==> config.mk <==
export PLATFORM = sky130hd
export DESIGN_NAME = dtfu_cordic_cell
export DESIGN_NICKNAME = d
export VERILOG_FILES = /design/src/hw/rtl/dtfu_pkg.sv /design/src/hw/rtl/dtfu_cordic_cell.sv
export SDC_FILE = /design/constraint.sdc
export NUM_CORES = 1
export LEC_CHECK = 0
export BUFFER_PORTS_ARGS = -buffer_cell sky130_fd_sc_hd__buf_2
export CORE_MARGIN = 1
export CORE_UTILIZATION = 29
export CTS_CLUSTER_SIZE = 28
export DETAILED_ROUTE_END_ITERATION = 12
export REMOVE_ABC_BUFFERS = 1
export SETUP_SLACK_MARGIN = 0.05
export SKIP_CTS_REPAIR_TIMING = 1
export SLEW_MARGIN = 25
export SYNTH_ARGS = -nofsm -noshare
export SYNTH_HDL_FRONTEND = slang
export SYNTH_SLANG_ARGS = --single-unit
==> constraint.sdc <==
create_clock -name clk -period 2.99 [get_ports clk]
set_input_delay 0 -clock clk [delete_from_list [all_inputs] [get_ports clk]]
set_output_delay 0 -clock clk [all_outputs]
set_load 0.01 [all_outputs]
==> src/hw/rtl/dtfu_pkg.sv <==
// Shared types, constants and lookup functions for the degree trig function unit.
// Used by the square-root, rotation and divider step modules and by the top level.
package dtfu_pkg;

  localparam int CORDIC_STAGES_DEF = 20;
  localparam int SQRT_STEPS = 17;
  localparam int DIV_STEPS = 34;
  localparam int CW = 49;

  localparam logic [1:0] FN_SIN = 2'd0;
  localparam logic [1:0] FN_COS = 2'd1;
  localparam logic [1:0] FN_TAN = 2'd2;

  localparam logic CFG_FUNCTION = 1'b0;
  localparam logic CFG_INVERSE = 1'b1;

  localparam logic [31:0] RECIP45 = 32'd3054198967;
  localparam logic signed [CW-1:0] GAIN = CW'(652032874);
  localparam logic signed [CW-1:0] UNIT_VEC = CW'(1073741824);

  localparam logic signed [31:0] NINETY_IN = 32'sd5898240;
  localparam logic signed [31:0] NEG_NINETY_IN = -32'sd5898240;
  localparam logic signed [31:0] ONE_IN = 32'sd65536;
  localparam logic signed [31:0] NEG_ONE_IN = -32'sd65536;

  localparam logic signed [33:0] SAT_RES = 34'sd6553534464;
  localparam logic signed [33:0] NEG_SAT_RES = -34'sd6553534464;
  localparam logic signed [33:0] NINETY_RES = 34'sd5898240;
  localparam logic signed [33:0] NEG_NINETY_RES = -34'sd5898240;
  localparam logic signed [33:0] ONE_EIGHTY_RES = 34'sd11796480;

  typedef enum logic [1:0] {
    KIND_DIRECT,
    KIND_ACOS,
    KIND_TAN
  } kind_t;

  typedef struct packed {
    logic              valid;
    logic signed [31:0] v;
    logic [1:0]        fn;
    logic              inv;
    logic signed [31:0] ang;
    logic              neg;
  } sq_side_t;

  typedef struct packed {
    logic              valid;
    logic signed [31:0] v;
    logic [1:0]        fn;
    logic              inv;
    logic              neg;
    logic              vec;
  } cor_side_t;

  typedef struct packed {
    logic              valid;
    kind_t             kind;
    logic signed [33:0] pre;
    logic              tsign;
    logic              ovf;
  } div_side_t;

  function automatic logic [31:0] atan_bam(input int i);
    logic [31:0] r;
    case (i)
      0: r = 32'd536870912;
      1: r = 32'd316933406;
      2: r = 32'd167458907;
      3: r = 32'd85004756;
      4: r = 32'd42667331;
      5: r = 32'd21354465;
      6: r = 32'd10679838;
      7: r = 32'd5340245;
      8: r = 32'd2670163;
      9: r = 32'd1335087;
      10: r = 32'd667544;
      11: r = 32'd333772;
      12: r = 32'd166886;
      13: r = 32'd83443;
      14: r = 32'd41722;
      15: r = 32'd20861;
      16: r = 32'd10430;
      17: r = 32'd5215;
      18: r = 32'd2608;
      19: r = 32'd1304;
      20: r = 32'd652;
      21: r = 32'd326;
      22: r = 32'd163;
      23: r = 32'd81;
      24: r = 32'd41;
      25: r = 32'd20;
      26: r = 32'd10;
      27: r = 32'd5;
      28: r = 32'd3;
      29: r = 32'd1;
      30: r = 32'd1;
      default: r = 32'd0;
    endcase
    return r;
  endfunction

  // Rounded binary-angle contribution of a degree remainder below 45.
  function automatic logic [12:0] deg_frac_bam(input logic [5:0] r);
    logic [12:0] f;
    case (r)
      6'd0: f = 13'd0;       6'd1: f = 13'd182;     6'd2: f = 13'd364;
      6'd3: f = 13'd546;     6'd4: f = 13'd728;     6'd5: f = 13'd910;
      6'd6: f = 13'd1092;    6'd7: f = 13'd1274;    6'd8: f = 13'd1456;
      6'd9: f = 13'd1638;    6'd10: f = 13'd1820;   6'd11: f = 13'd2002;
      6'd12: f = 13'd2185;   6'd13: f = 13'd2367;   6'd14: f = 13'd2549;
      6'd15: f = 13'd2731;   6'd16: f = 13'd2913;   6'd17: f = 13'd3095;
      6'd18: f = 13'd3277;   6'd19: f = 13'd3459;   6'd20: f = 13'd3641;
      6'd21: f = 13'd3823;   6'd22: f = 13'd4005;   6'd23: f = 13'd4187;
      6'd24: f = 13'd4369;   6'd25: f = 13'd4551;   6'd26: f = 13'd4733;
      6'd27: f = 13'd4915;   6'd28: f = 13'd5097;   6'd29: f = 13'd5279;
      6'd30: f = 13'd5461;   6'd31: f = 13'd5643;   6'd32: f = 13'd5825;
      6'd33: f = 13'd6007;   6'd34: f = 13'd6190;   6'd35: f = 13'd6372;
      6'd36: f = 13'd6554;   6'd37: f = 13'd6736;   6'd38: f = 13'd6918;
      6'd39: f = 13'd7100;   6'd40: f = 13'd7282;   6'd41: f = 13'd7464;
      6'd42: f = 13'd7646;   6'd43: f = 13'd7828;   6'd44: f = 13'd8010;
      default: f = 13'd0;
    endcase
    return f;
  endfunction

endpackage

==> src/hw/rtl/dtfu_cordic_cell.sv <==
// One CORDIC micro-rotation, shared by rotation and vectoring modes.
// Depends on dtfu_pkg for the arctangent table and the side payload type.
module dtfu_cordic_cell #(
  parameter int STAGE = 0
) (
  input  logic                        clk,
  input  logic                        rst,
  input  dtfu_pkg::cor_side_t         side_i,
  input  logic signed [dtfu_pkg::CW-1:0] x_i,
  input  logic signed [dtfu_pkg::CW-1:0] y_i,
  input  logic signed [31:0]          z_i,
  output dtfu_pkg::cor_side_t         side_o,
  output logic signed [dtfu_pkg::CW-1:0] x_o,
  output logic signed [dtfu_pkg::CW-1:0] y_o,
  output logic signed [31:0]          z_o
);

  localparam logic signed [31:0] ANG = dtfu_pkg::atan_bam(STAGE);

  logic signed [dtfu_pkg::CW-1:0] xs;
  logic signed [dtfu_pkg::CW-1:0] ys;
  logic                           pos;

  assign xs = x_i >>> STAGE;
  assign ys = y_i >>> STAGE;
  assign pos = side_i.vec ? y_i[dtfu_pkg::CW-1] : ~z_i[31];

  always_ff @(posedge clk) begin
    if (rst) begin
      side_o <= '0;
    end else begin
      side_o <= side_i;
    end
    if (pos) begin
      x_o <= x_i - ys;
      y_o <= y_i + xs;
      z_o <= z_i - ANG;
    end else begin
      x_o <= x_i + ys;
      y_o <= y_i - xs;
      z_o <= z_i + ANG;
    end
  end

endmodule

==> flow_summary.toml <==
[yosys]
yosys_register_bits = 167
synth_cell_types = 88
synth-async-reset-ratio = 0
syn-cell-area_um2 = 12790
yosysSeqAreaShare = 0.2613
count_of_yosys_warnings_during_synthesis = 0
count_of_flip_flops_with_a_built_in_enable_after_synthesis = 0
synth_area_per_cell_um2 = 7.878
synth_ff_type = "dfxtp_1"
syn-instance-count = 1624

[global_routing]
overflow = 0
first_pass_grt_wire_length_um = 78930
grt_max_degree = 90
grt_pass1_vias = 13303
antenna_found_initial = 6
grt_util_all_layers = 0.2356

[sta]
fmax_mhz = 360.4
setup_repair_after_global_routing_missed_its_margin = "false"
slew_violations = 0
max_slew.worst_pin.slew_ns = 0.6820
hold_viol = 0
max_slew_margin = 0.5446
finalCriticalPeriod_ns = 2.775
final.setup.tns_ns = 0
min_period_over_period = 0.9281
hold-worst-slack_ns = 0.004800
setup_viol = 0

[route]
post_drt_wl_per_cell_um = 19.30
drt-initial-drc-count = 1295
firstDrtPassIters = 6
finalWirelength_um = 54950
drcViolationCount = 0
drt-vias-per-instance = 5.035
routed_via_count = 14336
ant_nets = 0

[clock_network]
cts_sinks = 167
htree_levels = 4
cts_inserted_buffers = 17
clkTransAtPathRegs_ns = 0.08
clockRootBuffer = "clkbuf_16"
tritoncts = "yes"
cts_buffer_depth = 2

[layout]
final_core_util = 0.4196
layout_common_cells = "buf_2, buf_4, a21oi_1"
layout.cell_area.non_filler_um2 = 18150
ff_latch_area_um2 = 3343
area_growth_syn_to_layout_pct = 41.91
layout_commonest_cell = "buf_2"
multi_input_area_um2 = 8432
fin_nets = 2562
fill_cells = 4388
drive_gt1_frac = 0.2946

[place]
io_buffers = 337
dp.final_hpwl_um = 44810
gp_congestion = 0.9586
placement.cell_area_um2 = 16760

[setup_path]
critical_path_class = "input port to register"
kind_of_end_point_of_the_critical_path = "register"
cp_data_required_time_ns = 3.41
worstSetupStartpointType = "input port"
crit_path_max_fanout = 3
worstPathArrival_ns = 3.19

[floorplanning]
dieWidth_um = 212.0
start_util = 0.2957
row_count = 76
core_region_area_um2 = 43270
die-area_um2 = 44960
pin_count = 338
die-height_um = 212.0

[job]
max_cap_viols = 0

[pwr]
overall_power_after_layout_uw = 8717
power-per-cell-area_nw_per_um2 = 480.2
leak_pwr_uw = 0.008773
maximum_resistive_drop_on_vdd_uv = 320.8

[hold_path]
timing.hold.worst.class = "input port to register"

[outcome]
run_status = "finished clean"
report_power, final:
group | switching, uW | total, uW | leakage (uW) | internal [uW]
Combinational | 2060 | 3630 | 0.00707 | 1570
Clock | 1170 | 2310 | 0.000301 | 1140
Sequential | 156 | 2780 | 0.00141 | 2620
stage by stage:
step	std cells	setup WS (ns)
3_5_place_dp	2735	-0.2538
6_report	2847	0.2150
2_1_floorplan	1550	-4.060
4_1_cts	2767	0.2740
5_1_grt	2846	0.08014
3_3_place_gp	2735	-0.2584
final cells by class:
class	instances	area share
timing repair buffer	675	0.2444
clock inverter	15	0.01137
tap	585	0.04032
inverter	151	0.03122
antenna	5	0.0006892
clock buffer	17	0.02343
sequential	167	0.1841
multi-input combinational	1232	0.4644
cells in the mapped netlist (all sizes together), types with 16 or more instances:
cell type	number	area (um^2)
a21oi	206	1031
dfxtp	167	3343
inv	148	555.5
ha	144	1802
nor2	143	539.3
o21ai	110	554.3
nand2	86	330.3
xnor2	84	735.7
nor2b	52	332.8
clkbuf	51	312.8
o21bai	41	307.8
nor3	33	165.2
a21o	32	240.2
nand3	28	140.1
buf	23	151.4
nand4	21	131.4
o211ai	18	135.1
a31oi	17	121.4
mux2i	17	170.2
nand2b	17	113.9
a21boi	16	123.9
o31ai	16	125.1
worst paths after layout:
kind,start,endpoint,slack (ns),depth (start not counted)
setup / recovery,y_i[0],y_o[42],0.21,15
hold / removal,y_i[1],x_o[1],0.005,4
kinds of logic after synthesis:
| kind of cell | Yosys count | synth area share |
|---|---|---|
| flops | 167 | 0.2613 |
| simple gates | 423 | 0.1605 |
| xor+xnor | 95 | 0.06504 |
| buf+inv | 225 | 0.08059 |
| compound gates | 549 | 0.2722 |
| mux | 17 | 0.01330 |
| fa+ha+maj | 148 | 0.1471 |
registers in the layout (all words and copies together) (netlist names):
| signal | flops |
|---|---|
| x_o | 49 |
| y_o | 48 |
| side_o | 38 |
| z_o | 32 |
critical path, cell delays in order:
cell,delay [ns]
buf_2,0.10
inv_1,0.05
ha_1,0.20
fa_1,0.44
and4b_1,0.34
a2111oi_2,0.08
o41a_2,0.44
o21ba_2,0.25
o211ai_1,0.18
buf_4,0.17
a31oi_1,0.16
o21ai_1,0.31
a211oi_1,0.12
a31oi_1,0.21
xnor2_1,0.13
layer usage:
| layer | vias to the layer above | track usage | share of wire |
|---|---|---|---|
| li1 | 6926 | - | - |
| met1 | 6673 | 0.3181 | 0.45 |
| met2 | 667 | 0.3666 | 0.45 |
| met3 | 70 | 0.04609 | 0.077 |
| met4 | 0 | 0.09245 | 0.028 |
| met5 | - | 0 | 0 |
Power figures use the tool's default switching activity.
