### config.mk
export PLATFORM = sky130hd
export DESIGN_NAME = dtfu_sqrt_cell
export DESIGN_NICKNAME = d
export VERILOG_FILES = /design/src/hw/rtl/dtfu_pkg.sv /design/src/hw/rtl/dtfu_sqrt_cell.sv
export SDC_FILE = /design/constraint.sdc
export NUM_CORES = 1
export LEC_CHECK = 0
export ABC_AREA = 1
export BUFFER_PORTS_ARGS = -buffer_cell sky130_fd_sc_hd__buf_2
export CORE_UTILIZATION = 40
export CTS_CLUSTER_DIAMETER = 150
export DETAILED_ROUTE_END_ITERATION = 8
export GPL_ROUTABILITY_DRIVEN = 0
export PLACE_DENSITY = 0.66
export SYNTH_ARGS = -nofsm -noshare
export SYNTH_HDL_FRONTEND = slang
export SYNTH_SLANG_ARGS = --single-unit
export TNS_END_PERCENT = 1
### constraint.sdc
create_clock -name clk -period 4.2 [get_ports clk]
set_input_delay 0.63 -clock clk [delete_from_list [all_inputs] [get_ports clk]]
set_output_delay 0.63 -clock clk [all_outputs]
set_load 0.01 [all_outputs]
### src/hw/rtl/dtfu_pkg.sv
// Shared types, constants and lookup functions for the degree trig function unit.
// Used by the square-root, rotation and divider step modules and by the top level.
package dtfu_pkg;

  localparam int CORDIC_STAGES_DEF = 20;
  localparam int SQRT_STEPS = 17;
  localparam int DIV_STEPS = 34;
  localparam int CW = 49;

  localparam logic [1:0] FN_SIN = 2'd0;
  localparam logic [1:0] FN_COS = 2'd1;
  localparam logic [1:0] FN_TAN = 2'd2;

  localparam logic CFG_FUNCTION = 1'b0;
  localparam logic CFG_INVERSE = 1'b1;

  localparam logic [31:0] RECIP45 = 32'd3054198967;
  localparam logic signed [CW-1:0] GAIN = CW'(652032874);
  localparam logic signed [CW-1:0] UNIT_VEC = CW'(1073741824);

  localparam logic signed [31:0] NINETY_IN = 32'sd5898240;
  localparam logic signed [31:0] NEG_NINETY_IN = -32'sd5898240;
  localparam logic signed [31:0] ONE_IN = 32'sd65536;
  localparam logic signed [31:0] NEG_ONE_IN = -32'sd65536;

  localparam logic signed [33:0] SAT_RES = 34'sd6553534464;
  localparam logic signed [33:0] NEG_SAT_RES = -34'sd6553534464;
  localparam logic signed [33:0] NINETY_RES = 34'sd5898240;
  localparam logic signed [33:0] NEG_NINETY_RES = -34'sd5898240;
  localparam logic signed [33:0] ONE_EIGHTY_RES = 34'sd11796480;

  typedef enum logic [1:0] {
    KIND_DIRECT,
    KIND_ACOS,
    KIND_TAN
  } kind_t;

  typedef struct packed {
    logic              valid;
    logic signed [31:0] v;
    logic [1:0]        fn;
    logic              inv;
    logic signed [31:0] ang;
    logic              neg;
  } sq_side_t;

  typedef struct packed {
    logic              valid;
    logic signed [31:0] v;
    logic [1:0]        fn;
    logic              inv;
    logic              neg;
    logic              vec;
  } cor_side_t;

  typedef struct packed {
    logic              valid;
    kind_t             kind;
    logic signed [33:0] pre;
    logic              tsign;
    logic              ovf;
  } div_side_t;

  function automatic logic [31:0] atan_bam(input int i);
    logic [31:0] r;
    case (i)
      0: r = 32'd536870912;
      1: r = 32'd316933406;
      2: r = 32'd167458907;
      3: r = 32'd85004756;
      4: r = 32'd42667331;
      5: r = 32'd21354465;
      6: r = 32'd10679838;
      7: r = 32'd5340245;
      8: r = 32'd2670163;
      9: r = 32'd1335087;
      10: r = 32'd667544;
      11: r = 32'd333772;
      12: r = 32'd166886;
      13: r = 32'd83443;
      14: r = 32'd41722;
      15: r = 32'd20861;
      16: r = 32'd10430;
      17: r = 32'd5215;
      18: r = 32'd2608;
      19: r = 32'd1304;
      20: r = 32'd652;
      21: r = 32'd326;
      22: r = 32'd163;
      23: r = 32'd81;
      24: r = 32'd41;
      25: r = 32'd20;
      26: r = 32'd10;
      27: r = 32'd5;
      28: r = 32'd3;
      29: r = 32'd1;
      30: r = 32'd1;
      default: r = 32'd0;
    endcase
    return r;
  endfunction

  // Rounded binary-angle contribution of a degree remainder below 45.
  function automatic logic [12:0] deg_frac_bam(input logic [5:0] r);
    logic [12:0] f;
    case (r)
      6'd0: f = 13'd0;       6'd1: f = 13'd182;     6'd2: f = 13'd364;
      6'd3: f = 13'd546;     6'd4: f = 13'd728;     6'd5: f = 13'd910;
      6'd6: f = 13'd1092;    6'd7: f = 13'd1274;    6'd8: f = 13'd1456;
      6'd9: f = 13'd1638;    6'd10: f = 13'd1820;   6'd11: f = 13'd2002;
      6'd12: f = 13'd2185;   6'd13: f = 13'd2367;   6'd14: f = 13'd2549;
      6'd15: f = 13'd2731;   6'd16: f = 13'd2913;   6'd17: f = 13'd3095;
      6'd18: f = 13'd3277;   6'd19: f = 13'd3459;   6'd20: f = 13'd3641;
      6'd21: f = 13'd3823;   6'd22: f = 13'd4005;   6'd23: f = 13'd4187;
      6'd24: f = 13'd4369;   6'd25: f = 13'd4551;   6'd26: f = 13'd4733;
      6'd27: f = 13'd4915;   6'd28: f = 13'd5097;   6'd29: f = 13'd5279;
      6'd30: f = 13'd5461;   6'd31: f = 13'd5643;   6'd32: f = 13'd5825;
      6'd33: f = 13'd6007;   6'd34: f = 13'd6190;   6'd35: f = 13'd6372;
      6'd36: f = 13'd6554;   6'd37: f = 13'd6736;   6'd38: f = 13'd6918;
      6'd39: f = 13'd7100;   6'd40: f = 13'd7282;   6'd41: f = 13'd7464;
      6'd42: f = 13'd7646;   6'd43: f = 13'd7828;   6'd44: f = 13'd8010;
      default: f = 13'd0;
    endcase
    return f;
  endfunction

endpackage

### src/hw/rtl/dtfu_sqrt_cell.sv
// One step of the pipelined integer square root, producing one result bit.
// Depends on dtfu_pkg for the side payload type.
module dtfu_sqrt_cell #(
  parameter int K = 0
) (
  input  logic              clk,
  input  logic              rst,
  input  dtfu_pkg::sq_side_t side_i,
  input  logic [33:0]       rem_i,
  input  logic [33:0]       root_i,
  output dtfu_pkg::sq_side_t side_o,
  output logic [33:0]       rem_o,
  output logic [33:0]       root_o
);

  localparam logic [33:0] BIT = 34'd1 << (2 * K);

  logic [33:0] trial;
  logic        fits;

  assign trial = root_i + BIT;
  assign fits = rem_i >= trial;

  always_ff @(posedge clk) begin
    if (rst) begin
      side_o <= '0;
    end else begin
      side_o <= side_i;
    end
    if (fits) begin
      rem_o <= rem_i - trial;
      root_o <= (root_i >> 1) + BIT;
    end else begin
      rem_o <= rem_i;
      root_o <= root_i >> 1;
    end
  end

endmodule

==> results of run 1 <==
-- critical path, cell delays in order --
cell and delay [ps]:
buf_2 150, ha_1 180, nand3_1 170, nor2_1 280
inv_1 90, nor2_1 200, nand2_1 130, nor2_1 140
xor2_1 240, ha_1 330, a21oi_1 230, o21ai_0 100
a21oi_1 170, nand2_2 90, nor2_4 160, nand2_8 120
inv_4 330, nand2_1 100, nand2_1 80
-- registers in the layout, summed over array words and instances, names as in the netlist --
| register | flops |
|---|---|
| rem_o | 34 |
| root_o | 34 |
| side_o | 69 |
-- cell usage after synthesis, drive strengths merged --
cell      n  area, um^2
and3      1        6.26
o211ai    1        7.51
ha       36         450
nand3    41         223
and2      1        6.26
nand3b   10        75.1
nand4    12        75.1
nor4      6        43.8
xor2     70         613
a21boi    1        7.51
nand2   391        1570
o21bai    1        7.51
buf      15         119
o21a      2        15.0
a21o      2        15.0
inv     197         742
fa        1        20.0
dfxtp   137        2740
o21ai    44         220
nor2    157         634
a21oi    32         168
nor3     28         161
xnor2     5        43.8
clkbuf    8        30.0
-- cells by family after synthesis --
kind of cell / share of synthesized area (%)
AO/OA/AOI/OAI: 5.51
XOR/XNOR: 8.22
adder cells (fa/ha/maj): 5.89
buffers and inverters: 11.1
flip-flops: 34.3
AND/OR/NAND/NOR: 34.9
-- cell type report --
| class | instances | area [um^2] | share of cell area [%] |
|---|---|---|---|
| Antenna cell | 1 | 2.50 | 0.0244 |
| Clock buffer | 17 | 425 | 4.14 |
| Clock inverter | 15 | 151 | 1.47 |
| Inverter | 197 | 742 | 7.22 |
| Multi-Input combinational cell | 842 | 4360 | 42.4 |
| Sequential cell | 137 | 2740 | 26.7 |
| Tap cell | 265 | 332 | 3.23 |
| Timing Repair Buffer | 289 | 1520 | 14.8 |
-- stage by stage --
stage          hold WS [ps]  cell area, um^2  setup WS [ps]  util, %
6_report                397            10300            636     52.6
3_3_place_gp            829             9690            286     49.6
4_1_cts                 379            10300            673     52.6
5_1_grt                 393            10300            185     52.6
2_1_floorplan           733             7990            927        -
3_5_place_dp            835             9690            239     49.6
-- per-layer routing --
layer / wire [um] / global-route usage (%) / up-vias
met1: 10800 / 29.5 / 3675
met4: 670 / 10.2 / 2
met3: 1850 / 5.46 / 60
met2: 13100 / 46.4 / 320
li1: - / - / 4241
met5: 12 / 0 / -
-- power groups by stage --
stage	Combinational [mW]	Clock [mW]	Sequential, mW
floorplan	0.552	0	1.60
global placement	1.02	0	1.52
detailed placement	1.03	0	1.52
CTS	1.03	1.50	1.49
global route	1.15	1.56	1.50
finish	1.03	1.47	1.49
-- path summary, 6_finish.rpt --
kind / from / to / slack, ps
worst max-delay path: root_i[2] / root_o[31] / 640
worst min-delay path: side_i[0] / side_o[0] / 400
==> impl_metrics.toml, run 1 <==
[global_routing]
grt_use_total_pct = 25.7
grt_antenna_before_repair = 2
grt_max_degree = 70
grt_pass1_vias = 7639
grt_pass1_wl_mm = 39.4
grt_overflow = 0

[routing]
viasPerCell = 4.71
ant_nets = 0
wl_mm = 26.5
drc_errors = 0
wire_per_inst_um = 15.0
vias = 8298
drt_pass1_iterations = 5
drt_iter0_markers = 542

[cts]
cts.path.max_buffers = 2
cts_resized = 0
htree_levels = 4
clock_sinks = 137
tritoncts = "yes"
ctsHoldBuffers = 0
cts_buffers = 17
post_cts_buffers = 0
path_clk_slew_ps = 70
cts-root-buf = "clkbuf_16"

[layout]
drive_above_1_share_pct = 25.0
areaGrowthSynthToFinish_pct = 28.5
layout.cells.non_filler = 1763
final_common_cell = "nand2_1"
fill_cells = 2031
fin_nets = 1660
final_cell_mix = "359 x nand2_1, 275 x buf_2, 194 x inv_1"

[synth]
synth_cells = 1199
synth_seq_cells = 137
ys_types = 42
synth.avg_cell_area_um2 = 6.67
netlist_area_um2 = 7990
syn_nets = 1375
ys_warn_count = 0
yosysSeqAreaShare_pct = 34.3

[power]
p_clk_share_pct = 36.8
combPwrFrac_pct = 25.9
power_mw = 3.99
switching_power_mw = 1.36
pwr_density_cell_nw_per_um2 = 388
p_sw_share_pct = 34.2
ir_drop_v = 0.000285
power_frac_seq_pct = 37.4
power.internal_mw = 2.62
power.leakage_nw = 5.72

[floorplan]
die-width_um = 143
die_h_um = 143
core_area_um2 = 19500
io-pin-count = 276
die_area_um2 = 20600
initial_core_util_pct = 40.9
core.rowCount = 51

[timing]
setup_violations = 0
tightest_slew_ps = 1200
maxSlewViolCount = 0
setup-tns-final_ps = 0
timing.final.crit_share_pct = 84.8
report.final.hold_viol_count = 0
slew-limit-headroom_pct = 20.0
min_period_ps = 3560
fmax_mhz = 281
rsz0062_at_grt = "false"

[critical_path]
critPathLaunchType = "input pin"
end_kind = "flip-flop"
cp.required_ps = 4570
worstSetupPathType = "in2reg"
critPathMaxFanout = 37
crit_arrival_ps = 3940

[flow_run]
maxCapViolCount = 0

[hold_path]
hold_class = "in2reg"
hold_depth = 3

[place]
dp_cells = 1730
numPortBuffers = 275
hpwl_mm = 21.9

[status]
outcome = "finished, final reports clean"
Power figures use the tool's default switching activity.
==> run 2: changes to the inputs <==
Clock period 4.2 ns to 3.55 ns, I/O delays scaled along.
==> run 2 against run 1 <==
Against the previous run:
- via count up 2.1%
- critical path depth rose by 6
- largest cell class unchanged
- die area stayed put
==> impl_metrics.toml, run 2 (synthesis gave the netlist of run 1 again) <==
[layout]
multi_input_area_um2 = 4390
largest_register = "side_o"
final_common_cell = "nand2_1"
fill_cells = 1985
layout.cells.non_filler = 1810
drive_above_1_share_pct = 27.5
fin_nets = 1706
areaGrowthSynthToFinish_pct = 33.9
largest_register_ffs = 69
largestRegisters = "side_o: 69 flops, rem_o: 34 flops, root_o: 34 flops"
ff_latch_area_um2 = 2740
final_util_pct = 54.8
final_cell_mix = "358 x nand2_1, 275 x buf_2, 194 x inv_1"

[timing]
slew-limit-headroom_pct = 21.4
report.final.hold_viol_count = 0
fmax_mhz = 301
setup_violations = 0
maxSlewViolCount = 0
layout_setup_ws_ps = 225
setup-tns-final_ps = 0
tightest_slew_ps = 1180
min_period_ps = 3320
timing.final.crit_share_pct = 93.7
whs_ps = 313

[critical_path]
worstSetupPathType = "in2reg"
worst-path-buf-inv = 5
crit_arrival_ps = 3640
cpLargestDelayFamily = "simple AND/OR/NAND/NOR gates"
critPathMaxFanout = 23
critPathLaunchType = "input pin"
cp.required_ps = 3870
crit_slowest_cell = "ha_1"
critPathMaxStageDelay_ps = 290
end_kind = "flip-flop"
crit_top_cell = "nand2_1"

[floorplan]
initial_core_util_pct = 40.9
die_h_um = 143
core.rowCount = 51
io-pin-count = 276
die_area_um2 = 20600
core_area_um2 = 19500
die-width_um = 143

[routing]
wire_per_inst_um = 15.1
viasPerCell = 4.68
vias = 8474
drt_iter0_markers = 544
ant_nets = 0
wl_mm = 27.4
drc_errors = 0
drt_pass1_iterations = 6

[power]
power.leakage_nw = 5.97
pwr_density_cell_nw_per_um2 = 454
ir_drop_v = 0.000294

[cts]
htree_levels = 4
tritoncts = "yes"
cts.path.max_buffers = 2
path_clk_slew_ps = 70
clock_sinks = 137
cts-root-buf = "clkbuf_16"
ctsHoldBuffers = 0
cts_buffers = 17

[global_routing]
met3_usage_pct = 7.26
grt_use_met2_pct = 46.9
grt_max_degree = 70
grt_use_total_pct = 26.0
grt_pass1_vias = 7839
grt_pass1_wl_mm = 40.0
grt_overflow = 0
grt_antenna_before_repair = 4
grt.met1_usage_pct = 29.0
grt-busiest-layer = "met2"

[flow_run]
maxCapViolCount = 0

[place]
place_ws_ps = -196
numPortBuffers = 275
hpwl_mm = 22.4
dp_cells = 1772

[hold_path]
hold_class = "in2reg"

[status]
outcome = "finished, final reports clean"
==> run 2: cell count changes in the layout (fill, tap and decap cells not counted), sizes merged <==
cell,change
nand2,+1
diode,+1
buf,+44
bufinv,+1
clkinv,-2
clkinvlp,+1
inv,-1
clkbuf,+2
==> run 2: report_power, final <==
part	switching [mW]	total (mW)	internal, mW
clock	0.762	1.78	1.01
combinational	0.797	1.31	0.518
sequential	0.0470	1.76	1.72
==> run 2: through the flow <==
stage	power, mW	area (um^2)
floorplan	2.54	7990
global placement	3.06	10000
detailed placement	3.07	10000
CTS	4.87	10600
global route	5.12	10700
finish	4.85	10700
==> run 2: worst min-delay path, cell delays in order <==
cell and delay [ps]:
buf_2 80, inv_1 30, nor2_1 60
==> run 2: what timing repair did <==
action / CTS / global route
resized for setup: 0 / 7
hold endpoints to repair: 0 / 0
endpoints found under the setup margin: 0 / 62
buffers inserted: 0 / 2
==> run 2: routing by layer <==
layer	share of wire (%)	wire, um
met5	0.091	25
met4	2.7	734
met3	8.1	2210
met2	49	13400
met1	40	10900
==> run 2: path summary, 6_finish.rpt <==
kind | endpoint | start | slack [ps] | cells past startpoint
worst min-delay path | side_o[15] | side_i[15] | 310 | 3
worst max-delay path | rem_o[28] | root_i[1] | 230 | 25
==> run 2: layout make-up <==
class / count / area share, %
inverter: 197 / 6.93
tap: 265 / 3.10
clock buffer: 18 / 4.10
sequential: 137 / 25.6
clock inverter: 14 / 1.44
antenna: 2 / 0.0468
timing repair buffer: 334 / 17.7
multi-input combinational: 843 / 41.0
