==> src/hw/rtl/dtfu_pkg.sv <==
// Shared types, constants and lookup functions for the degree trig function unit.
// Used by the square-root, rotation and divider step modules and by the top level.
package dtfu_pkg;

  localparam int CORDIC_STAGES_DEF = 20;
  localparam int SQRT_STEPS = 17;
  localparam int DIV_STEPS = 34;
  localparam int CW = 49;

  localparam logic [1:0] FN_SIN = 2'd0;
  localparam logic [1:0] FN_COS = 2'd1;
  localparam logic [1:0] FN_TAN = 2'd2;

  localparam logic CFG_FUNCTION = 1'b0;
  localparam logic CFG_INVERSE = 1'b1;

  localparam logic [31:0] RECIP45 = 32'd3054198967;
  localparam logic signed [CW-1:0] GAIN = CW'(652032874);
  localparam logic signed [CW-1:0] UNIT_VEC = CW'(1073741824);

  localparam logic signed [31:0] NINETY_IN = 32'sd5898240;
  localparam logic signed [31:0] NEG_NINETY_IN = -32'sd5898240;
  localparam logic signed [31:0] ONE_IN = 32'sd65536;
  localparam logic signed [31:0] NEG_ONE_IN = -32'sd65536;

  localparam logic signed [33:0] SAT_RES = 34'sd6553534464;
  localparam logic signed [33:0] NEG_SAT_RES = -34'sd6553534464;
  localparam logic signed [33:0] NINETY_RES = 34'sd5898240;
  localparam logic signed [33:0] NEG_NINETY_RES = -34'sd5898240;
  localparam logic signed [33:0] ONE_EIGHTY_RES = 34'sd11796480;

  typedef enum logic [1:0] {
    KIND_DIRECT,
    KIND_ACOS,
    KIND_TAN
  } kind_t;

  typedef struct packed {
    logic              valid;
    logic signed [31:0] v;
    logic [1:0]        fn;
    logic              inv;
    logic signed [31:0] ang;
    logic              neg;
  } sq_side_t;

  typedef struct packed {
    logic              valid;
    logic signed [31:0] v;
    logic [1:0]        fn;
    logic              inv;
    logic              neg;
    logic              vec;
  } cor_side_t;

  typedef struct packed {
    logic              valid;
    kind_t             kind;
    logic signed [33:0] pre;
    logic              tsign;
    logic              ovf;
  } div_side_t;

  function automatic logic [31:0] atan_bam(input int i);
    logic [31:0] r;
    case (i)
      0: r = 32'd536870912;
      1: r = 32'd316933406;
      2: r = 32'd167458907;
      3: r = 32'd85004756;
      4: r = 32'd42667331;
      5: r = 32'd21354465;
      6: r = 32'd10679838;
      7: r = 32'd5340245;
      8: r = 32'd2670163;
      9: r = 32'd1335087;
      10: r = 32'd667544;
      11: r = 32'd333772;
      12: r = 32'd166886;
      13: r = 32'd83443;
      14: r = 32'd41722;
      15: r = 32'd20861;
      16: r = 32'd10430;
      17: r = 32'd5215;
      18: r = 32'd2608;
      19: r = 32'd1304;
      20: r = 32'd652;
      21: r = 32'd326;
      22: r = 32'd163;
      23: r = 32'd81;
      24: r = 32'd41;
      25: r = 32'd20;
      26: r = 32'd10;
      27: r = 32'd5;
      28: r = 32'd3;
      29: r = 32'd1;
      30: r = 32'd1;
      default: r = 32'd0;
    endcase
    return r;
  endfunction

  // Rounded binary-angle contribution of a degree remainder below 45.
  function automatic logic [12:0] deg_frac_bam(input logic [5:0] r);
    logic [12:0] f;
    case (r)
      6'd0: f = 13'd0;       6'd1: f = 13'd182;     6'd2: f = 13'd364;
      6'd3: f = 13'd546;     6'd4: f = 13'd728;     6'd5: f = 13'd910;
      6'd6: f = 13'd1092;    6'd7: f = 13'd1274;    6'd8: f = 13'd1456;
      6'd9: f = 13'd1638;    6'd10: f = 13'd1820;   6'd11: f = 13'd2002;
      6'd12: f = 13'd2185;   6'd13: f = 13'd2367;   6'd14: f = 13'd2549;
      6'd15: f = 13'd2731;   6'd16: f = 13'd2913;   6'd17: f = 13'd3095;
      6'd18: f = 13'd3277;   6'd19: f = 13'd3459;   6'd20: f = 13'd3641;
      6'd21: f = 13'd3823;   6'd22: f = 13'd4005;   6'd23: f = 13'd4187;
      6'd24: f = 13'd4369;   6'd25: f = 13'd4551;   6'd26: f = 13'd4733;
      6'd27: f = 13'd4915;   6'd28: f = 13'd5097;   6'd29: f = 13'd5279;
      6'd30: f = 13'd5461;   6'd31: f = 13'd5643;   6'd32: f = 13'd5825;
      6'd33: f = 13'd6007;   6'd34: f = 13'd6190;   6'd35: f = 13'd6372;
      6'd36: f = 13'd6554;   6'd37: f = 13'd6736;   6'd38: f = 13'd6918;
      6'd39: f = 13'd7100;   6'd40: f = 13'd7282;   6'd41: f = 13'd7464;
      6'd42: f = 13'd7646;   6'd43: f = 13'd7828;   6'd44: f = 13'd8010;
      default: f = 13'd0;
    endcase
    return f;
  endfunction

endpackage

==> src/hw/rtl/dtfu_div_cell.sv <==
// One restoring-division step that yields one quotient bit.
// Depends on dtfu_pkg for the side payload type.
module dtfu_div_cell (
  input  logic               clk,
  input  logic               rst,
  input  dtfu_pkg::div_side_t side_i,
  input  logic [32:0]        d_i,
  input  logic [33:0]        rem_i,
  input  logic [33:0]        nq_i,
  output dtfu_pkg::div_side_t side_o,
  output logic [32:0]        d_o,
  output logic [33:0]        rem_o,
  output logic [33:0]        nq_o
);

  logic [33:0] trial;
  logic        fits;

  assign trial = {rem_i[32:0], nq_i[33]};
  assign fits = trial >= {1'b0, d_i};

  always_ff @(posedge clk) begin
    if (rst) begin
      side_o <= '0;
    end else begin
      side_o <= side_i;
    end
    d_o <= d_i;
    rem_o <= fits ? trial - {1'b0, d_i} : trial;
    nq_o <= {nq_i[32:0], fits};
  end

endmodule

==> config.mk <==
export PLATFORM = sky130hd
export DESIGN_NAME = dtfu_div_cell
export DESIGN_NICKNAME = d
export VERILOG_FILES = /design/src/hw/rtl/dtfu_pkg.sv /design/src/hw/rtl/dtfu_div_cell.sv
export SDC_FILE = /design/constraint.sdc
export NUM_CORES = 1
export LEC_CHECK = 0
export BUFFER_PORTS_ARGS = -buffer_cell sky130_fd_sc_hd__clkbuf_2
export CAP_MARGIN = 40
export CORE_AREA = 2 2 120 122
export CTS_CLUSTER_DIAMETER = 60
export DETAILED_ROUTE_END_ITERATION = 16
export DIE_AREA = 0 0 122 124
export GPL_TIMING_DRIVEN = 0
export PLACE_DENSITY = 0.71
export SLEW_MARGIN = 20
export SYNTH_ARGS = -nofsm -noshare
export SYNTH_HDL_FRONTEND = slang
export SYNTH_SLANG_ARGS = --single-unit
==> constraint.sdc <==
create_clock -name clk -period 4 [get_ports clk]
set_input_delay 0.8 -clock clk [delete_from_list [all_inputs] [get_ports clk]]
set_output_delay 0.8 -clock clk [all_outputs]
set_load 0.02 [all_outputs]
==> flow_summary.yaml, run 1 <==
global_route:
  grtUsageTotal_pct: 19.72
  use_met3_pct: 7.738
  grt_pass1_vias: 4470
  grt_max_degree: 17
  antenna_found_initial: 0
  overflow: 0
  grt_pass1_wl_mm: 22.53
  grtUsageMet2_pct: 35.82
  use_met1_pct: 21.11
  grt_most_used_layer: "met2"
setup_path:
  end_kind: "flip-flop"
  critPathArrivalTime_ns: 3.49
  slowest_delay_ns: 0.48
  worstPathRequired_ns: 4.30
  worst-path-max-fanout: 4
  cp-startpoint: "nq_i[33]"
  crit_slowest_cell: "a21oi_1"
  path_class: "in2reg"
  crit_path_end: "rem_o[28]"
  path_cells: "clkbuf_2 -> inv_1 -> ha_1 -> inv_1 -> fa_1 -> a211oi_1 -> o21ai_0 -> o211ai_1 -> a21oi_1 -> a21oi_1 -> o21bai_1 -> xor2_1 -> mux2_4"
  critPathLaunchType: "input port"
floorplanning:
  die_h_um: 124
  start_util_pct: 39.43
  die_area_mm2: 0.01513
  die_w_um: 122
  num_rows: 43
  core-area_mm2: 0.01372
  io_pins: 282
yosys:
  synth_top_area_share_pct: 51.82
  synth.area.top_cells: "dfxtp_1 (52%), ha_1 (7.6%), a21oi_1 (5.4%)"
  synthXorXnorAreaFrac_pct: 4.696
  synth_edf_count: 0
  syn_area_per_cell_um2: 9.980
  syn-num-nets: 718
  synth_top_family_by_area: "compound AO/OA/AOI/OAI gates"
  synth_compound_area_share_pct: 16.19
  yosysWarnings: 0
  synth_async_sr_flop_share_pct: 0
  synthCells: 542
  yosys.area_share.simple_pct: 12.63
  synthDistinctLibCells: 54
  ys_seq_area_share_pct: 51.82
  synthFlopType: "dfxtp_1"
  netlist_area_mm2: 0.005409
  ys_seq_elements: 140
  synth_top_area_cell: "dfxtp_1"
  synth_mux_area_share_pct: 1.920
  synthAdderAreaFrac_pct: 8.004
layout:
  final_nets: 1016
  area_delta_synth_final_pct: 40.11
  antennaDiodeCount: 0
  final_cell_mix: "clkbuf_2 (279), dfxtp_1 (140), a21oi_1 (58)"
  drive_above_1_share_pct: 38.85
  final_common_cell: "clkbuf_2"
power_and_ir_drop:
  p_leak_nw: 3.872
  power_density_mw_per_mm2: 506.5
  p_total_w: 0.003839
  peakVddDrop_mv: 0.2919
timing:
  fin_crit_sh_pct: 79.65
  fin_tns_setup_ns: 0
  max_freq_mhz: 313.9
  post-route-min-period_ns: 3.186
  final_max_slew_viol_count: 0
  final_hold_viol_count: 0
  worst-slew-pin-transition_ns: 0.7110
  rsz0062_at_grt: "false"
  relSlewSlack_pct: 52.32
  setup_viol: 0
min_path:
  hp-class: "in2reg"
drt:
  drt-pass1-iter-count: 5
  vias: 4821
  antenna_left: 0
  drtIter0Drc: 111
  routed_wire_length_per_instance_um: 14.74
  wl_mm: 15.22
  drc: 0
  via_per_inst: 4.672
cts:
  cts_sinks: 140
  hold_buffers: 0
  post-cts-setup-buffer-count: 0
  max-clock-path-buffers: 2
  cts_buffers: 17
  cts_resized: 0
  cts_max_level: 4
  root_buffer: "clkbuf_16"
  cts_tree: "yes"
  clkTransAtPathRegs_ns: 0.06
place:
  io_buffers: 279
  post-dp-hpwl_mm: 12.23
  globalplace.congestion: 0.8082
outcome:
  outcome: "finished clean"
flow_run:
  cap_violations: 0
-- critical path: cells and delay by family --
kind / cells / cell delay (ns)
compound gates: 6 / 1.52
xor+xnor: 1 / 0.17
fa+ha+maj: 2 / 0.56
buf+inv: 3 / 0.19
mux: 1 / 0.26
-- synthesized netlist by cell type (2+ instances only) --
cell type and instances:
a211oi_1 5, a21o_1 14, a21oi_1 58, a221o_1 2
a31oi_1 2, a41o_1 2, and2_1 2, and3_1 6
and4_1 2, buf_2 4, buf_6 3, clkbuf_1 13
dfxtp_1 140, ha_1 33, inv_1 41, mux2_2 3
mux2_4 4, nand2_1 24, nand3_1 9, nand4_1 5
nor2_1 38, nor2b_1 40, nor3_1 5, o21a_1 5
o21ai_0 21, o21ai_1 2, o21bai_1 5, xnor2_1 20
xor2_1 9
-- stage by stage --
stage	std cells	hold slack (ns)	worst slack, ns	area [um2]	utilization, %
floorplan	542	0.8277	0.8943	5409	-
global route	1032	0.4575	0.5995	7579	55.24
detailed placement	1001	0.9046	0.3547	7030	51.24
finish	1032	0.4787	0.8141	7579	55.24
CTS	1032	0.4599	0.7932	7579	55.24
global placement	1001	0.9022	0.3411	7030	51.24
-- logic make-up after synthesis --
group,Yosys count
flops,140
fa+ha+maj,34
xor+xnor,29
compound gates,134
buf+inv,61
mux,8
simple gates,136
-- power by group --
group	leakage, nW	internal (W)	switching (W)
registers	1.18	0.00153	0.0000313
clock network	0.261	0.000857	0.000608
logic	2.43	0.000323	0.000493
total	3.87	0.00271	0.00113
-- layer usage --
metal / part of all wire (%) / wire (um)
met1: 39 / 5919
met3: 8.3 / 1261
met4: 0.82 / 125
met2: 52 / 7908
met5: 0 / 0
-- cell type report --
type	instances	area, um2
flip-flops and latches	140	2803
clock buffers	19	432.9
fillers	1258	6141
inverters	41	153.9
well taps	180	225.2
repair buffers	279	1396
clock inverters	12	115.1
plain buffers	20	102.6
multi-input cells	341	2350
-- worst min path at each step --
stage | start | end | slack, ns | depth (start not counted)
final | nq_i[26] | nq_o[27] | 0.48 | 1
after global routing | nq_i[14] | nq_o[15] | 0.46 | 1
after CTS | nq_i[28] | nq_o[29] | 0.46 | 1
after detailed placement | nq_i[15] | nq_o[16] | 0.90 | 1
after global placement | nq_i[0] | nq_o[1] | 0.90 | 1
after floorplan | d_i[0] | d_o[0] | 0.83 | 0
-- flip-flops by register name, summed over array words and instances, names as in the netlist --
name,cells
side_o,39
rem_o,34
nq_o,34
d_o,33
Note: power is estimated with default switching activity, not from simulation.
==> run 2, diff against run 1 <==
--- a/config.mk
+++ b/config.mk
@@ -12,7 +12,7 @@
 export DETAILED_ROUTE_END_ITERATION = 16
 export DIE_AREA = 0 0 122 124
 export GPL_TIMING_DRIVEN = 0
-export PLACE_DENSITY = 0.71
+export PLACE_DENSITY = 0.74
 export SLEW_MARGIN = 20
 export SYNTH_ARGS = -nofsm -noshare
 export SYNTH_HDL_FRONTEND = slang
==> constraint.sdc (replaced) <==
create_clock -name clk -period 2.9 [get_ports clk]
set_input_delay 0.58 -clock clk [delete_from_list [all_inputs] [get_ports clk]]
set_output_delay 0.58 -clock clk [all_outputs]
set_load 0.02 [all_outputs]
==> run 2 against run 1 <==
Compared with the run above:
- design area increased by 0.56%
- setup slack worse by 0.63 ns
- die area stayed put
- worst hold slack lost 0.22 ns
- cell count up 0.19%
- sequential power is 38% higher
- critical path type unchanged
- global-route usage grew 0.16 points
- largest power group unchanged
==> flow_summary.yaml, run 2 (synthesis gave the netlist of run 1 again) <==
global_route:
  antenna_found_initial: 0
  grtUsageTotal_pct: 19.88
  use_met1_pct: 20.14
  use_met3_pct: 7.784
  grt_max_degree: 17
  grt_most_used_layer: "met2"
  grt_pass1_vias: 4665
  grt_pass1_wl_mm: 22.66
  overflow: 0
  grtUsageMet2_pct: 37.43
layout:
  antennaDiodeCount: 0
  area_delta_synth_final_pct: 40.90
  largestRegisters: "side_o (39), nq_o (34), rem_o (34)"
  largest_reg_flops: 39
  seqCellArea_mm2: 0.002803
  final_cell_mix: "clkbuf_2 (281), dfxtp_1 (140), a21oi_1 (57)"
  final_common_cell: "clkbuf_2"
  final_nets: 1018
  max_flop_register: "side_o"
  drive_above_1_share_pct: 39.93
  postLayoutCoreUtil_pct: 55.55
  fill_cells: 1252
  finalNonFillerCells: 1034
  multiInputGateArea_mm2: 0.002386
timing:
  post-route-min-period_ns: 2.714
  max_freq_mhz: 368.4
  rsz0062_at_grt: "false"
  worst-slew-pin-transition_ns: 0.5166
  relSlewSlack_pct: 65.20
  worst_hold_slack_ns: 0.2564
  final_hold_viol_count: 0
  setup_viol: 0
  fin_crit_sh_pct: 93.60
  fin_tns_setup_ns: 0
  final_max_slew_viol_count: 0
place:
  post-dp-hpwl_mm: 12.51
  globalplace.congestion: 0.7821
  io_buffers: 279
  dp.cells: 1001
min_path:
  worstHoldStart: "nq_i[14]"
  hp-class: "in2reg"
floorplanning:
  core-area_mm2: 0.01372
  io_pins: 282
  die_area_mm2: 0.01513
  die_w_um: 122
  num_rows: 43
  start_util_pct: 39.43
  die_h_um: 124
drt:
  drc: 0
  drt-pass1-iter-count: 4
  wl_mm: 15.40
  vias: 4841
  drtIter0Drc: 108
  routed_wire_length_per_instance_um: 14.89
  antenna_left: 0
  via_per_inst: 4.682
cts:
  cts_max_level: 4
  clkTransAtPathRegs_ns: 0.06
  cts_tree: "yes"
  cts_buffers: 17
  cts_sinks: 140
  hold_buffers: 0
  root_buffer: "clkbuf_16"
  max-clock-path-buffers: 2
power_and_ir_drop:
  p_total_w: 0.005238
  power_density_mw_per_mm2: 687.4
  peakVddDrop_mv: 0.3467
  p_leak_nw: 3.897
setup_path:
  critPathLaunchType: "input port"
  critPathArrivalTime_ns: 3.02
  path_class: "in2reg"
  worst-path-max-fanout: 10
  cp-startpoint: "nq_i[33]"
  worstPathRequired_ns: 3.21
  end_kind: "flip-flop"
outcome:
  outcome: "finished clean"
flow_run:
  cap_violations: 0
[run 2: cell count changes in the layout (fill, tap and decap cells not counted), moves of 2 or more]
cell / previous run / this run
clkinvlp_4: 3 / 1
a211oi_2: 1 / 3
a211oi_1: 5 / 3
clkbuf_2: 279 / 281
clkbuf_1: 15 / 11
buf_4: 0 / 2
clkinv_4: 2 / 5
[run 2: per-stage QoR]
stage,worst slack (ns),area (um2)
6_report,0.1856,7621
5_1_grt,0.02646,7621
4_1_cts,0.005971,7581
3_5_place_dp,-0.6007,7030
3_3_place_gp,-0.5855,7030
2_1_floorplan,0.01429,5409
[run 2: area by class of cell]
cell class	instances	share of cell area (%)
Sequential cell	140	36.78
Buffer	20	1.396
Inverter	41	2.019
Multi-Input combinational cell	341	31.31
Timing Repair Buffer	281	18.52
Tap cell	180	2.955
Clock buffer	19	5.812
Clock inverter	12	1.215
[run 2: timing repair]
item,CTS,global route
setup endpoints to repair,30,32
pin swaps,1,1
gates resized for setup,4,6
setup buffers,1,1
[run 2: power by group]
| group | leakage [nW] | internal [W] | switching, W |
|---|---|---|---|
| combinational | 2.46 | 0.000454 | 0.000683 |
| sequential | 1.18 | 0.00210 | 0.0000462 |
| clock | 0.264 | 0.00112 | 0.000834 |
| total | 3.90 | 0.00368 | 0.00156 |
[run 2: per-layer routing]
layer | part of all wire, % | wire, um
met1 | 37 | 5749
met2 | 53 | 8091
met3 | 9.3 | 1426
met4 | 0.82 | 127
met5 | 0 | 0
[run 2: final timing paths]
kind	endpoint	slack [ns]	depth (start not counted)
setup / recovery	rem_o[14]	0.19	13
hold / removal	nq_o[15]	0.26	1
[run 2: worst max-delay path, stage by stage]
cell	delay (ns)
clkbuf_2	0.09
inv_1	0.05
ha_1	0.15
inv_1	0.06
fa_2	0.38
a211oi_2	0.25
o21ai_0	0.14
o211ai_1	0.17
nand2_2	0.16
a221oi_4	0.36
o21ai_4	0.15
buf_6	0.20
mux2_4	0.30
==> run 3, diff against run 2 <==
--- a/config.mk
+++ b/config.mk
@@ -5,14 +5,17 @@
 export SDC_FILE = /design/constraint.sdc
 export NUM_CORES = 1
 export LEC_CHECK = 0
-export BUFFER_PORTS_ARGS = -buffer_cell sky130_fd_sc_hd__clkbuf_2
 export CAP_MARGIN = 40
+export CELL_PAD_IN_SITES_DETAIL_PLACEMENT = 0
+export CELL_PAD_IN_SITES_GLOBAL_PLACEMENT = 1
 export CORE_AREA = 2 2 120 122
 export CTS_CLUSTER_DIAMETER = 60
 export DETAILED_ROUTE_END_ITERATION = 16
 export DIE_AREA = 0 0 122 124
+export DONT_BUFFER_PORTS = 1
 export GPL_TIMING_DRIVEN = 0
-export PLACE_DENSITY = 0.74
+export PLACE_DENSITY_LB_ADDON = 0.1
+export RECOVER_POWER = 25
 export SLEW_MARGIN = 20
 export SYNTH_ARGS = -nofsm -noshare
 export SYNTH_HDL_FRONTEND = slang
==> run 3 against run 2 <==
Compared with the run above:
- routed wire length fell by 5.5%
- critical path depth is 1 lower
- global-route usage fell by 1.3 points
- flip-flop and latch count unchanged
- setup slack worse by 0.0091 ns
- non-clock buffer count shrank 278
- cell count decreased by 27%
- power is 2.5% lower
==> flow_summary.yaml, run 3 (synthesis gave the netlist of run 1 again) <==
setup_path:
  worst-path-max-fanout: 10
  critPathLaunchType: "input port"
  end_kind: "flip-flop"
  worst_path_most_repeated_cell: "inv_1"
  critPathArrivalTime_ns: 3.02
  path_cells: "inv_1 -> ha_1 -> inv_1 -> fa_1 -> a211oi_2 -> o21ai_0 -> o211ai_1 -> nand2_2 -> a221oi_4 -> o21ai_4 -> buf_6 -> mux2_4"
  slowest_delay_ns: 0.44
  path_class: "in2reg"
  worstPathRequired_ns: 3.20
  crit_slowest_cell: "fa_1"
cts:
  cts_sinks: 140
  root_buffer: "clkbuf_16"
  hold_buffers: 0
  cts_buffers: 17
  clkTransAtPathRegs_ns: 0.07
  cts_max_level: 4
  max-clock-path-buffers: 2
  cts_tree: "yes"
layout:
  final_cell_mix: "dfxtp_1 (140), a21oi_1 (57), inv_1 (41)"
  max_flop_register: "side_o"
  area_delta_synth_final_pct: 15.45
  largest_reg_flops: 39
  fin_area_mm2: 0.006245
  final_common_cell: "dfxtp_1"
  finalNonFillerCells: 757
  drive_above_1_share_pct: 10.92
  final_nets: 740
  largestRegisters: "side_o (39), nq_o (34), rem_o (34)"
  antennaDiodeCount: 0
drt:
  drt-pass1-iter-count: 6
  routed_wire_length_per_instance_um: 19.22
  vias: 3792
  via_per_inst: 5.009
  drc: 0
  antenna_left: 0
  drtIter0Drc: 132
  wl_mm: 14.55
place:
  io_buffers: 0
  post-dp-hpwl_mm: 11.34
  place_area_mm2: 0.005634
  dp.cells: 722
  globalplace.congestion: 0.8055
  post-place-ws_ns: -0.5511
timing:
  worst_hold_slack_ns: 0.1819
  rsz0062_at_grt: "false"
  relSlewSlack_pct: 62.44
  setup_viol: 0
  final_max_slew_viol_count: 0
  post-route-min-period_ns: 2.724
  worst-slew-pin-transition_ns: 0.5574
  final_hold_viol_count: 0
  max_freq_mhz: 367.2
  final.setup.worst_slack_ns: 0.1764
  fin_crit_sh_pct: 93.92
global_route:
  grt_max_degree: 17
  overflow: 0
  grt_pass1_vias: 3837
  grtUsageTotal_pct: 18.63
  grt_pass1_wl_mm: 21.10
  antenna_found_initial: 0
floorplanning:
  die_w_um: 122
  start_util_pct: 39.43
  die_h_um: 124
  io_pins: 282
  die_area_mm2: 0.01513
  num_rows: 43
  core-area_mm2: 0.01372
flow_run:
  cap_violations: 0
power_and_ir_drop:
  peakVddDrop_mv: 0.3897
  p_leak_nw: 2.740
  power_density_mw_per_mm2: 817.8
min_path:
  hp-class: "in2reg"
outcome:
  outcome: "finished clean"
## run 3: changes by cell type in the layout (fill, tap and decap cells not counted), moves of 2 or more
cell        delta
clkinv_2       -3
clkinv_4       -3
inv_8          +4
inv_6          +2
clkinvlp_4     +2
clkbuf_2     -279
## run 3: area by class of cell
type | count | area [um2]
fillers | 1367 | 7475
clock inverters | 15 | 145.1
well taps | 180 | 225.2
multi-input cells | 341 | 2366
clock buffers | 17 | 425.4
plain buffers | 20 | 106.4
inverters | 41 | 153.9
repair buffers | 3 | 20.02
flip-flops and latches | 140 | 2803
## run 3: metal layers
layer  vias up  wire length (um)  global-route usage, %
li1       1887                 -                      -
met1      1724              5659                  20.22
met2       166              7303                  32.54
met3        15              1391                  8.104
met4         0               191                  6.322
met5         -                 0                      0
## run 3: path summary, 6_finish.rpt
path / from / to / slack [ns] / cells past startpoint
max: nq_i[33] / rem_o[15] / 0.18 / 12
min: d_i[11] / d_o[11] / 0.18 / 0
## run 3: metrics by stage
| step | setup TNS, ns | power [W] | utilization [%] |
|---|---|---|---|
| 2_1_floorplan | 0 | 0.002912 | - |
| 3_3_place_gp | -15.20 | 0.003076 | 41.07 |
| 3_5_place_dp | -15.31 | 0.003075 | 41.07 |
| 4_1_cts | 0 | 0.005154 | 45.25 |
| 5_1_grt | 0 | 0.005335 | 45.52 |
| 6_report | 0 | 0.005107 | 45.52 |
## run 3: power breakdown
part	internal, W	switching [W]
sequential	0.00211	0.000309
clock	0.00114	0.000930
combinational	0.000275	0.000347
## run 3: worst max-delay path: cells and delay by family
kind | cells | cell delay (ns)
mux | 1 | 0.30
compound gates | 5 | 1.09
simple gates | 1 | 0.16
fa+ha+maj | 2 | 0.59
buf+inv | 3 | 0.29
## run 3: repair_timing
item                                    CTS  global route
pin swaps                                 1             1
endpoints found under the setup margin   25            30
hold endpoints to repair                  0             0
gates resized for setup                   3             4
setup buffers                             0             2
